[src/rtl/brf_pkg.sv]
// Shared codes and types for the block ring FIFO.
// Depends on nothing; every other file of the block imports it.
package brf_pkg;

	// Request codes carried on req_type.
	localparam logic [1:0] REQ_WRITE = 2'd0;
	localparam logic [1:0] REQ_READ  = 2'd1;
	localparam logic [1:0] REQ_PEEK  = 2'd2;
	localparam logic [1:0] REQ_CLEAR = 2'd3;

	// Operations of the shared pointer and count unit.
	typedef logic [1:0] brf_op_t;
	localparam brf_op_t OP_HOLD = 2'd0;
	localparam brf_op_t OP_INC  = 2'd1;
	localparam brf_op_t OP_DEC  = 2'd2;

	// Result status codes.
	localparam logic ST_OK     = 1'b0;
	localparam logic ST_REJECT = 1'b1;

	// Field widths fixed by the interface.
	localparam int LEN_W  = 7;
	localparam int CNT_W  = 7;
	localparam int CAP_W  = 7;
	localparam int REQ_W  = 2;
	localparam int APB_DW = 32;
	localparam int APB_AW = 3;

	typedef logic [LEN_W-1:0] brf_len_t;
	typedef logic [CNT_W-1:0] brf_cnt_t;
	typedef logic [CAP_W-1:0] brf_cap_t;
	typedef logic [REQ_W-1:0] brf_req_t;

	// Longest read or peek burst that one request may ask for.
	localparam brf_len_t MAX_BURST = 7'd64;

	// Register indexes on the configuration port.
	localparam logic REG_CAPACITY = 1'b0;

endpackage

[src/rtl/brf_unit.sv]
// Shared pointer and count unit of the block ring FIFO: wrapping pointer
// advance, count step and free-space figure. Depends on brf_pkg.
module brf_unit #(
	parameter int DEPTH = 64
) (
	input  logic [$clog2(DEPTH)-1:0]   ptr_in,
	input  logic [$clog2(DEPTH+1)-1:0] cnt_in,
	input  logic [$clog2(DEPTH+1)-1:0] cap,
	input  brf_pkg::brf_op_t           op,
	output logic [$clog2(DEPTH)-1:0]   ptr_next,
	output logic [$clog2(DEPTH+1)-1:0] cnt_next,
	output logic [$clog2(DEPTH+1)-1:0] free_next
);
	import brf_pkg::*;

	localparam int PW = $clog2(DEPTH);
	localparam int CW = $clog2(DEPTH+1);

	// The pointer wraps at the built depth, which need not be a power of two.
	assign ptr_next = (ptr_in == PW'(DEPTH - 1)) ? '0 : ptr_in + PW'(1);

	always_comb begin
		case (op)
			OP_INC:  cnt_next = cnt_in + CW'(1);
			OP_DEC:  cnt_next = cnt_in - CW'(1);
			default: cnt_next = cnt_in;
		endcase
	end

	// Free space never goes below zero when the capacity is lowered under the fill.
	assign free_next = (cnt_next >= cap) ? '0 : cap - cnt_next;

endmodule

[src/rtl/brf_mem.sv]
// Word store of the block ring FIFO: one write port, one registered read port.
// Depends on brf_pkg only by convention; no reset, contents undefined until written.
module brf_mem #(
	parameter int DEPTH     = 64,
	parameter int WORD_BITS = 32
) (
	input  logic                     clk,
	input  logic                     wr_en,
	input  logic [$clog2(DEPTH)-1:0] wr_addr,
	input  logic [WORD_BITS-1:0]     wr_data,
	input  logic [$clog2(DEPTH)-1:0] rd_addr,
	output logic [WORD_BITS-1:0]     rd_data
);
	import brf_pkg::*;

	logic [WORD_BITS-1:0] mem_q [DEPTH];

	always_ff @(posedge clk) begin
		if (wr_en) begin
			mem_q[wr_addr] <= wr_data;
		end
	end

	always_ff @(posedge clk) begin
		rd_data <= mem_q[rd_addr];
	end

endmodule

[src/rtl/brf_seq.sv]
// Sequencer of the block ring FIFO: request decode, write-block bookkeeping,
// read and peek bursts and the output register. Depends on brf_pkg and brf_unit.
module brf_seq #(
	parameter int DEPTH     = 64,
	parameter int WORD_BITS = 32
) (
	input  logic                     clk,
	input  logic                     arst_n,
	input  brf_pkg::brf_cap_t        capacity,
	input  logic                     in_valid,
	output logic                     in_ready,
	input  brf_pkg::brf_req_t        req_type,
	input  logic [WORD_BITS-1:0]     elem_value,
	input  brf_pkg::brf_len_t        block_length,
	input  logic                     last_in,
	output logic                     out_valid,
	input  logic                     out_ready,
	output logic [WORD_BITS-1:0]     out_value,
	output logic                     status,
	output brf_pkg::brf_cnt_t        done_count,
	output brf_pkg::brf_cnt_t        used_count,
	output brf_pkg::brf_cnt_t        free_count,
	output logic                     last_out,
	output logic                     wr_en,
	output logic [$clog2(DEPTH)-1:0] wr_addr,
	output logic [WORD_BITS-1:0]     wr_data,
	output logic [$clog2(DEPTH)-1:0] rd_addr,
	input  logic [WORD_BITS-1:0]     rd_data
);
	import brf_pkg::*;

	localparam int PW = $clog2(DEPTH);
	localparam int CW = $clog2(DEPTH+1);
	// Wide enough for a count plus a block length without overflow.
	localparam int SW = ((CW > LEN_W) ? CW : LEN_W) + 1;

	localparam logic S_IDLE = 1'b0;
	localparam logic S_READ = 1'b1;

	logic          state_q;
	logic [PW-1:0] rd_ptr_q, wr_ptr_q, cursor_q;
	logic [CW-1:0] count_q;
	logic          wb_open_q, wb_rej_q;
	brf_len_t      wb_done_q, wb_len_q;
	brf_len_t      remain_q, blen_q;
	logic          peek_q;
	logic          out_valid_q;

	logic [CW-1:0] eff_cap;
	logic          out_free, in_fire, is_write, is_burst_req;
	brf_len_t      cur_len, cur_done, done_new;
	logic          rej_new, cur_rej, rd_bad, do_write, start_burst, burst_fire;
	logic          load_out, burst_last;
	logic [PW-1:0] u_ptr_in, u_ptr_next;
	logic [CW-1:0] u_cnt_next, u_free;
	brf_op_t       u_op;

	logic [WORD_BITS-1:0] nx_value;
	logic                 nx_status, nx_last;
	brf_len_t             nx_done;
	logic [CW-1:0]        nx_used, nx_free;

	// A capacity of zero acts as one, and one above the built depth as the depth.
	always_comb begin
		if (capacity == '0) begin
			eff_cap = CW'(1);
		end else if (SW'(capacity) > SW'(DEPTH)) begin
			eff_cap = CW'(DEPTH);
		end else begin
			eff_cap = CW'(capacity);
		end
	end

	assign out_free     = !out_valid_q || out_ready;
	assign in_ready     = (state_q == S_IDLE) && out_free;
	assign in_fire      = in_valid && in_ready;
	assign is_write     = (req_type == REQ_WRITE);
	assign is_burst_req = (req_type == REQ_READ) || (req_type == REQ_PEEK);

	// The first element of a write block latches its length and admission.
	assign rej_new  = (block_length == '0) ||
			(SW'(count_q) + SW'(block_length) > SW'(eff_cap));
	assign cur_len  = wb_open_q ? wb_len_q : block_length;
	assign cur_done = wb_open_q ? wb_done_q : '0;
	assign cur_rej  = wb_open_q ? wb_rej_q : rej_new;
	assign do_write = in_fire && is_write && !cur_rej && (cur_done < cur_len) &&
			(count_q < CW'(DEPTH));
	assign done_new = cur_done + LEN_W'(do_write);

	assign rd_bad      = (block_length == '0) || (block_length > MAX_BURST) ||
			(SW'(block_length) > SW'(count_q));
	assign start_burst = in_fire && is_burst_req && !rd_bad;
	assign burst_fire  = (state_q == S_READ) && out_free;
	assign burst_last  = (remain_q == LEN_W'(1));

	// The shared unit steps the write pointer on a store, or the burst cursor.
	always_comb begin
		if (state_q == S_READ) begin
			u_ptr_in = cursor_q;
			u_op     = peek_q ? OP_HOLD : OP_DEC;
		end else begin
			u_ptr_in = wr_ptr_q;
			u_op     = do_write ? OP_INC : OP_HOLD;
		end
	end

	brf_unit #(
		.DEPTH(DEPTH)
	) u_unit (
		.ptr_in   (u_ptr_in),
		.cnt_in   (count_q),
		.cap      (eff_cap),
		.op       (u_op),
		.ptr_next (u_ptr_next),
		.cnt_next (u_cnt_next),
		.free_next(u_free)
	);

	// Reading one ahead keeps the registered store output in step with the cursor.
	always_comb begin
		if (state_q == S_READ) begin
			rd_addr = burst_fire ? u_ptr_next : cursor_q;
		end else begin
			rd_addr = rd_ptr_q;
		end
	end

	assign wr_en   = do_write;
	assign wr_addr = wr_ptr_q;
	assign wr_data = elem_value;

	always_comb begin
		load_out  = 1'b0;
		nx_value  = '0;
		nx_status = ST_OK;
		nx_done   = '0;
		nx_used   = u_cnt_next;
		nx_free   = u_free;
		nx_last   = 1'b1;
		if (state_q == S_READ) begin
			load_out = burst_fire;
			nx_value = rd_data;
			nx_done  = burst_last ? blen_q : '0;
			nx_last  = burst_last;
		end else if (in_fire) begin
			case (req_type)
				REQ_WRITE: begin
					load_out  = last_in;
					nx_status = cur_rej ? ST_REJECT : ST_OK;
					nx_done   = cur_rej ? '0 : done_new;
				end
				REQ_CLEAR: begin
					load_out = 1'b1;
					nx_used  = '0;
					nx_free  = eff_cap;
				end
				default: begin
					load_out  = rd_bad;
					nx_status = ST_REJECT;
				end
			endcase
		end
	end

	always_ff @(posedge clk or negedge arst_n) begin
		if (!arst_n) begin
			state_q     <= S_IDLE;
			rd_ptr_q    <= '0;
			wr_ptr_q    <= '0;
			cursor_q    <= '0;
			count_q     <= '0;
			wb_open_q   <= 1'b0;
			wb_rej_q    <= 1'b0;
			wb_done_q   <= '0;
			wb_len_q    <= '0;
			remain_q    <= '0;
			blen_q      <= '0;
			peek_q      <= 1'b0;
			out_valid_q <= 1'b0;
		end else begin
			if (load_out) begin
				out_valid_q <= 1'b1;
			end else if (out_ready) begin
				out_valid_q <= 1'b0;
			end

			if (in_fire) begin
				if (is_write && !last_in) begin
					wb_open_q <= 1'b1;
					wb_rej_q  <= cur_rej;
					wb_done_q <= done_new;
					wb_len_q  <= cur_len;
				end else begin
					wb_open_q <= 1'b0;
					wb_rej_q  <= 1'b0;
					wb_done_q <= '0;
				end
				if (req_type == REQ_CLEAR) begin
					rd_ptr_q <= '0;
					wr_ptr_q <= '0;
					count_q  <= '0;
				end
			end

			if (do_write) begin
				wr_ptr_q <= u_ptr_next;
				count_q  <= u_cnt_next;
			end

			if (start_burst) begin
				state_q  <= S_READ;
				cursor_q <= rd_ptr_q;
				remain_q <= block_length;
				blen_q   <= block_length;
				peek_q   <= (req_type == REQ_PEEK);
			end

			if (burst_fire) begin
				cursor_q <= u_ptr_next;
				remain_q <= remain_q - LEN_W'(1);
				if (!peek_q) begin
					rd_ptr_q <= u_ptr_next;
					count_q  <= u_cnt_next;
				end
				if (burst_last) begin
					state_q <= S_IDLE;
				end
			end
		end
	end

	always_ff @(posedge clk) begin
		if (load_out) begin
			out_value  <= nx_value;
			status     <= nx_status;
			done_count <= nx_done;
			used_count <= CNT_W'(nx_used);
			free_count <= CNT_W'(nx_free);
			last_out   <= nx_last;
		end
	end

	assign out_valid = out_valid_q;

	a_count_bound: assert property (@(posedge clk) disable iff (!arst_n)
		count_q <= CW'(DEPTH))
		else $error("stored count exceeds the built depth");

	a_burst_remain: assert property (@(posedge clk) disable iff (!arst_n)
		(state_q == S_READ) |-> (remain_q != '0))
		else $error("burst running with nothing left to emit");

	a_burst_start: assert property (@(posedge clk) disable iff (!arst_n)
		start_burst |-> (SW'(block_length) <= SW'(count_q)))
		else $error("burst started with too few words stored");

	a_no_write_in_burst: assert property (@(posedge clk) disable iff (!arst_n)
		(state_q == S_READ) |-> !wr_en)
		else $error("store written during a burst");

	a_peek_keeps_count: assert property (@(posedge clk) disable iff (!arst_n)
		(state_q == S_READ && peek_q && burst_fire) |=> (count_q == $past(count_q)))
		else $error("peek burst changed the stored count");

endmodule

[src/rtl/block_ring_fifo.sv]
// Top level of the block ring FIFO: configuration register, word store and sequencer.
// Depends on brf_pkg, brf_mem and brf_seq.
//
// The block is a ring FIFO of WORD_BITS-bit words with all-or-nothing block
// transfers. A write block arrives as one beat per element; only its final
// beat (last_in high) gives a result beat, carrying the status and the number
// of words stored. A read or peek block of N words is accepted and then gives
// N words of output, one word per cycle while the output register is free,
// from the single registered read port of the store; the block takes no new
// input beat until the last word of the burst has entered the output
// register. A clear, or a read or peek that cannot be served, gives one
// result beat. Every result beat reports the used and free counts after it.
// Any input beat waits while a result beat is held in the output register.
// The capacity register (byte address 0) may be set to any value up to the
// built depth; zero acts as one and a value above the depth acts as the
// depth. If the capacity is lowered below the stored count, the words are
// kept and write blocks are rejected until enough have been read. The store
// needs no clearing pass after reset, so the block is ready in the first
// cycle.
module block_ring_fifo #(
	parameter int DEPTH     = 64,
	parameter int WORD_BITS = 32
) (
	input  logic                       clk,
	input  logic                       arst_n,
	// Configuration port.
	input  logic                       psel,
	input  logic                       penable,
	input  logic                       pwrite,
	input  logic [brf_pkg::APB_AW-1:0] paddr,
	input  logic [brf_pkg::APB_DW-1:0] pwdata,
	output logic [brf_pkg::APB_DW-1:0] prdata,
	output logic                       pready,
	// Request channel.
	input  logic                       in_valid,
	output logic                       in_ready,
	input  brf_pkg::brf_req_t          req_type,
	input  logic [WORD_BITS-1:0]       elem_value,
	input  brf_pkg::brf_len_t          block_length,
	input  logic                       last_in,
	// Result channel.
	output logic                       out_valid,
	input  logic                       out_ready,
	output logic [WORD_BITS-1:0]       out_value,
	output logic                       status,
	output brf_pkg::brf_cnt_t          done_count,
	output brf_pkg::brf_cnt_t          used_count,
	output brf_pkg::brf_cnt_t          free_count,
	output logic                       last_out
);
	import brf_pkg::*;

	localparam int PW = $clog2(DEPTH);

	brf_cap_t             cap_q;
	logic                 reg_idx;
	logic                 mem_wr_en;
	logic [PW-1:0]        mem_wr_addr, mem_rd_addr;
	logic [WORD_BITS-1:0] mem_wr_data, mem_rd_data;

	// Registers sit on 32-bit words, so the word index is the address above bit 1.
	assign reg_idx = paddr[2];
	assign pready  = 1'b1;

	// The capacity is written in the access phase of a write beat; writes to
	// other addresses are ignored.
	always_ff @(posedge clk or negedge arst_n) begin
		if (!arst_n) begin
			cap_q <= 7'd64;
		end else if (psel && penable && pwrite && (reg_idx == REG_CAPACITY)) begin
			cap_q <= pwdata[CAP_W-1:0];
		end
	end

	assign prdata = (reg_idx == REG_CAPACITY) ? APB_DW'(cap_q) : '0;

	brf_mem #(
		.DEPTH    (DEPTH),
		.WORD_BITS(WORD_BITS)
	) u_mem (
		.clk    (clk),
		.wr_en  (mem_wr_en),
		.wr_addr(mem_wr_addr),
		.wr_data(mem_wr_data),
		.rd_addr(mem_rd_addr),
		.rd_data(mem_rd_data)
	);

	brf_seq #(
		.DEPTH    (DEPTH),
		.WORD_BITS(WORD_BITS)
	) u_seq (
		.clk         (clk),
		.arst_n      (arst_n),
		.capacity    (cap_q),
		.in_valid    (in_valid),
		.in_ready    (in_ready),
		.req_type    (req_type),
		.elem_value  (elem_value),
		.block_length(block_length),
		.last_in     (last_in),
		.out_valid   (out_valid),
		.out_ready   (out_ready),
		.out_value   (out_value),
		.status      (status),
		.done_count  (done_count),
		.used_count  (used_count),
		.free_count  (free_count),
		.last_out    (last_out),
		.wr_en       (mem_wr_en),
		.wr_addr     (mem_wr_addr),
		.wr_data     (mem_wr_data),
		.rd_addr     (mem_rd_addr),
		.rd_data     (mem_rd_data)
	);

endmodule
[config.mk]
export PLATFORM = sky130hd
export DESIGN_NAME = block_ring_fifo
export DESIGN_NICKNAME = d
export VERILOG_FILES = /design/src/rtl/brf_pkg.sv /design/src/rtl/brf_unit.sv /design/src/rtl/brf_mem.sv /design/src/rtl/brf_seq.sv /design/src/rtl/block_ring_fifo.sv
export SDC_FILE = /design/constraint.sdc
export NUM_CORES = 2
export LEC_CHECK = 0
export BUFFER_PORTS_ARGS = -buffer_cell sky130_fd_sc_hd__buf_2
export CORE_AREA = 3 3 400 402
export DETAILED_ROUTE_END_ITERATION = 8
export DIE_AREA = 0 0 403 405
export HOLD_SLACK_MARGIN = 0.06
export PLACE_DENSITY_LB_ADDON = 0.1
export SYNTH_ARGS = -nofsm -noshare
export SYNTH_HDL_FRONTEND = slang
export SYNTH_HIERARCHICAL = 1
export SYNTH_SLANG_ARGS = --single-unit
[constraint.sdc]
create_clock -name clk -period 13.26 [get_ports clk]
set_input_delay 0.663 -clock clk [delete_from_list [all_inputs] [get_ports clk]]
set_output_delay 0.663 -clock clk [all_outputs]
set_load 0.005 [all_outputs]
==> flow_metrics.tcl <==
set metrics [dict create \
    post_cts_buffers 0 \
    ys_top_cells_by_area "edfxtp_1, mux4_2, dfrtp_1, mux2i_1, nor2_1" \
    cp_slowest_stage_delay_ns 0.67 \
    num_vias 41674 \
    drc 0 \
    fin_tns_setup_ns 0 \
    hold_class "in2reg" \
    outcome "finished, final reports clean" \
    cts_tree "yes" \
    coreArea_mm2 0.1564 \
    clk_pin_slew_ns 0.06 \
    irDropWorstVdd_uv 251.6 \
    finalNetCount 4429 \
    grt_pass1_wl_mm 298.8 \
    fill_cells 10857 \
    synthFlopType "edfxtp_1" \
    critPathMaxFanout 19 \
    ant_nets 0 \
    dr.first_iter.drc_count 4341 \
    leakagePower_nw 31.04 \
    detail_route.vias_per_cell 6.370 \
    cts.sinks 2200 \
    hpwlAfterDp_mm 108.6 \
    synth_common_cells "edfxtp_1, mux4_2, nor2_1, mux2i_1, a21oi_1" \
    cts-root-buf "clkbuf_16" \
    fin_cells 6542 \
    cts.path.max_buffers 3 \
    preCtsSetupSlack_ns 5.277 \
    startpoint_type "register" \
    yosys.area.top_type "edfxtp_1" \
    yosys_warnings 6 \
    finalHoldViolCount 0 \
    place_area_mm2 0.08944 \
    drive_gt1_frac 0.2730 \
    htree_num_levels 4 \
    start_util 0.5513 \
    clk_latency_ns 0.83 \
    fmax_mhz 128.0 \
    cp.arrival_ns 8.34 \
    wire_per_inst_um 31.42 \
    die_w_um 403 \
    synthMostInstantiatedCell "edfxtp_1" \
    ios 174 \
    row_count 145 \
    gp_congestion 0.7970 \
    maxSlewHeadroom 0.1773 \
    max_slew.worst_pin.slew_ns 1.229 \
    routed_wl_mm 205.5 \
    setup_violations 0 \
    die_h_um 405 \
    slowest_stage "dfrtp_1" \
    powerDensity_mw_per_mm2 230.7 \
    cp-end-kind "register" \
    async_flop_share 0.02955 \
    crit_required_ns 13.79 \
    cts_resized 0 \
    cts_hold_buf 8 \
    slew_viol_final 0 \
    synth_cells 4097 \
    worst_slack_ns 5.449 \
    area_growth_pct 12.09 \
    min_period_over_period 0.5891 \
    grt_max_degree 95 \
    grt_pass1_vias 41662 \
    synth_cell_types 88 \
    die_area_mm2 0.1632 \
    synth_top_area_frac 0.7324 \
    syn_avg_cell_area_um2 21.04 \
    drv_cap 0 \
    drt_first_pass_iters 6 \
    syn_area_mm2 0.08622 \
    postLayoutCellArea_mm2 0.09665 \
    period_needed_ns 7.811 \
    critical_path_class "reg2reg" \
    grt_remaining_overflow 0 \
    antennaDiodeCount 0 \
    skew_ns 0.01740 \
    rsz0062_at_grt "no" \
    synth_seq_cells 2200 \
    ys_seq_area_frac 0.7587 \
    grtUsageTotal 0.2564 \
    grt_antenna_before_repair 8 \
    port_buffers 120 \
    dpl.cell_count 6134 \
    synth_edf_count 2103 \
    cts_buffers 216 \
]
==> final timing paths <==
kind	cells after the start	slack [ns]	endpoint	start
worst min register to register	1	0.49	u_seq/remain_q[6]	u_seq/remain_q[6]
max in group asynchronous	3	11.99	u_seq/state_q	arst_n
worst min-delay path	3	0.23	u_seq/remain_q[0]	block_length[0]
worst max-delay path	33	5.45	u_seq/free_count[5]	u_seq/count_q[2]
min in group asynchronous	3	0.63	u_seq/wb_done_q[2]	arst_n
worst max register to register	33	5.45	u_seq/free_count[5]	u_seq/count_q[2]
==> area by class of cell <==
cell class	count	area, um2	area share
sequential	2200	65420	0.6769
tap	2058	2575	0.02664
timing repair buffer	235	1546	0.01600
inverter	47	176.4	0.001825
clock buffer	279	5929	0.06135
clock inverter	121	1197	0.01239
multi-input combinational	1602	19800	0.2049
==> cells by family after synthesis <==
kind of cell               share of synthesized area
AOI/OAI and AO/OA                            0.02609
xor gates and xnor gates                    0.002757
adders and majority gates                   0.006893
buffers and inverters                        0.01914
DFF                                           0.7587
muxes                                         0.1595
other                                     0.00008710
and+or+nand+nor                              0.02682
==> sequential cells by signal (all words and copies together) (netlist names), 6 cells and up <==
| name | count |
|---|---|
| u_mem/mem_q | 2048 |
| u_seq/wb_done_q | 7 |
| u_seq/done_count | 7 |
| u_seq/wb_len_q | 7 |
| u_seq/rd_ptr_q | 6 |
| u_seq/blen_q | 7 |
| u_seq/count_q | 7 |
| u_seq/remain_q | 7 |
| u_seq/used_count | 7 |
| u_mem/rd_data | 32 |
| u_seq/free_count | 7 |
| u_seq/wr_addr | 6 |
| cap_q | 7 |
| u_seq/cursor_q | 6 |
| u_seq/out_value | 32 |
==> worst max-delay path: cells and delay by family, from the launching register on <==
family | cells | cell delay [ns]
fa+ha+maj | 6 | 2.08
compound gates | 10 | 1.88
simple gates | 9 | 1.79
xor+xnor | 4 | 0.73
flops | 1 | 0.67
buf+inv | 4 | 0.37
==> power breakdown <==
group          switching, mW  leakage, nW  internal, mW
Clock                   2.52         3.50          3.58
Sequential             0.163         20.0          7.90
Combinational           4.47         7.51          3.66
==> metal layers <==
layer | routed length [um] | vias to the layer above | track usage
li1 | - | 17287 | -
met1 | 87370 | 22348 | 0.3854
met2 | 97070 | 1738 | 0.3938
met3 | 16320 | 299 | 0.04699
met4 | 4787 | 2 | 0.06955
met5 | 7 | - | 0
==> layout by cell type, fill, tap and decap left out, types with 8 or more instances in the layout <==
master	instances
and2_1	50
nor2_4	62
mux4_2	544
dfrtp_1	63
edfxtp_1	2103
xnor2_1	17
buf_4	102
nand3b_1	9
nand2b_1	11
and3_1	9
nor2b_1	22
nor3_1	13
a311oi_1	9
clkbuf_8	16
a21oi_1	93
conb_1	26
clkinv_1	45
a22o_1	8
nand3_1	16
inv_1	46
buf_2	120
ha_1	41
o221ai_1	29
clkbuf_16	222
nor2_1	130
o21ai_0	43
o22ai_1	84
dfxtp_1	32
nand2_1	94
clkbuf_1	41
clkinv_2	40
dlygate4sd3_1	8
bufinv_16	23
mux2i_1	114
a22oi_1	13
mux2_2	25
==> stage by stage <==
step                      power [mW]  utilization  hold WS (ns)
after floorplan                14.13            -        0.3674
after global routing           23.29       0.6180        0.1960
after detailed placement       16.45       0.5719        0.4777
after global placement         16.42       0.5719        0.4664
after CTS                      22.55       0.6180        0.1555
final                          22.29       0.6180        0.2299
Power figures use the tool's default switching activity.
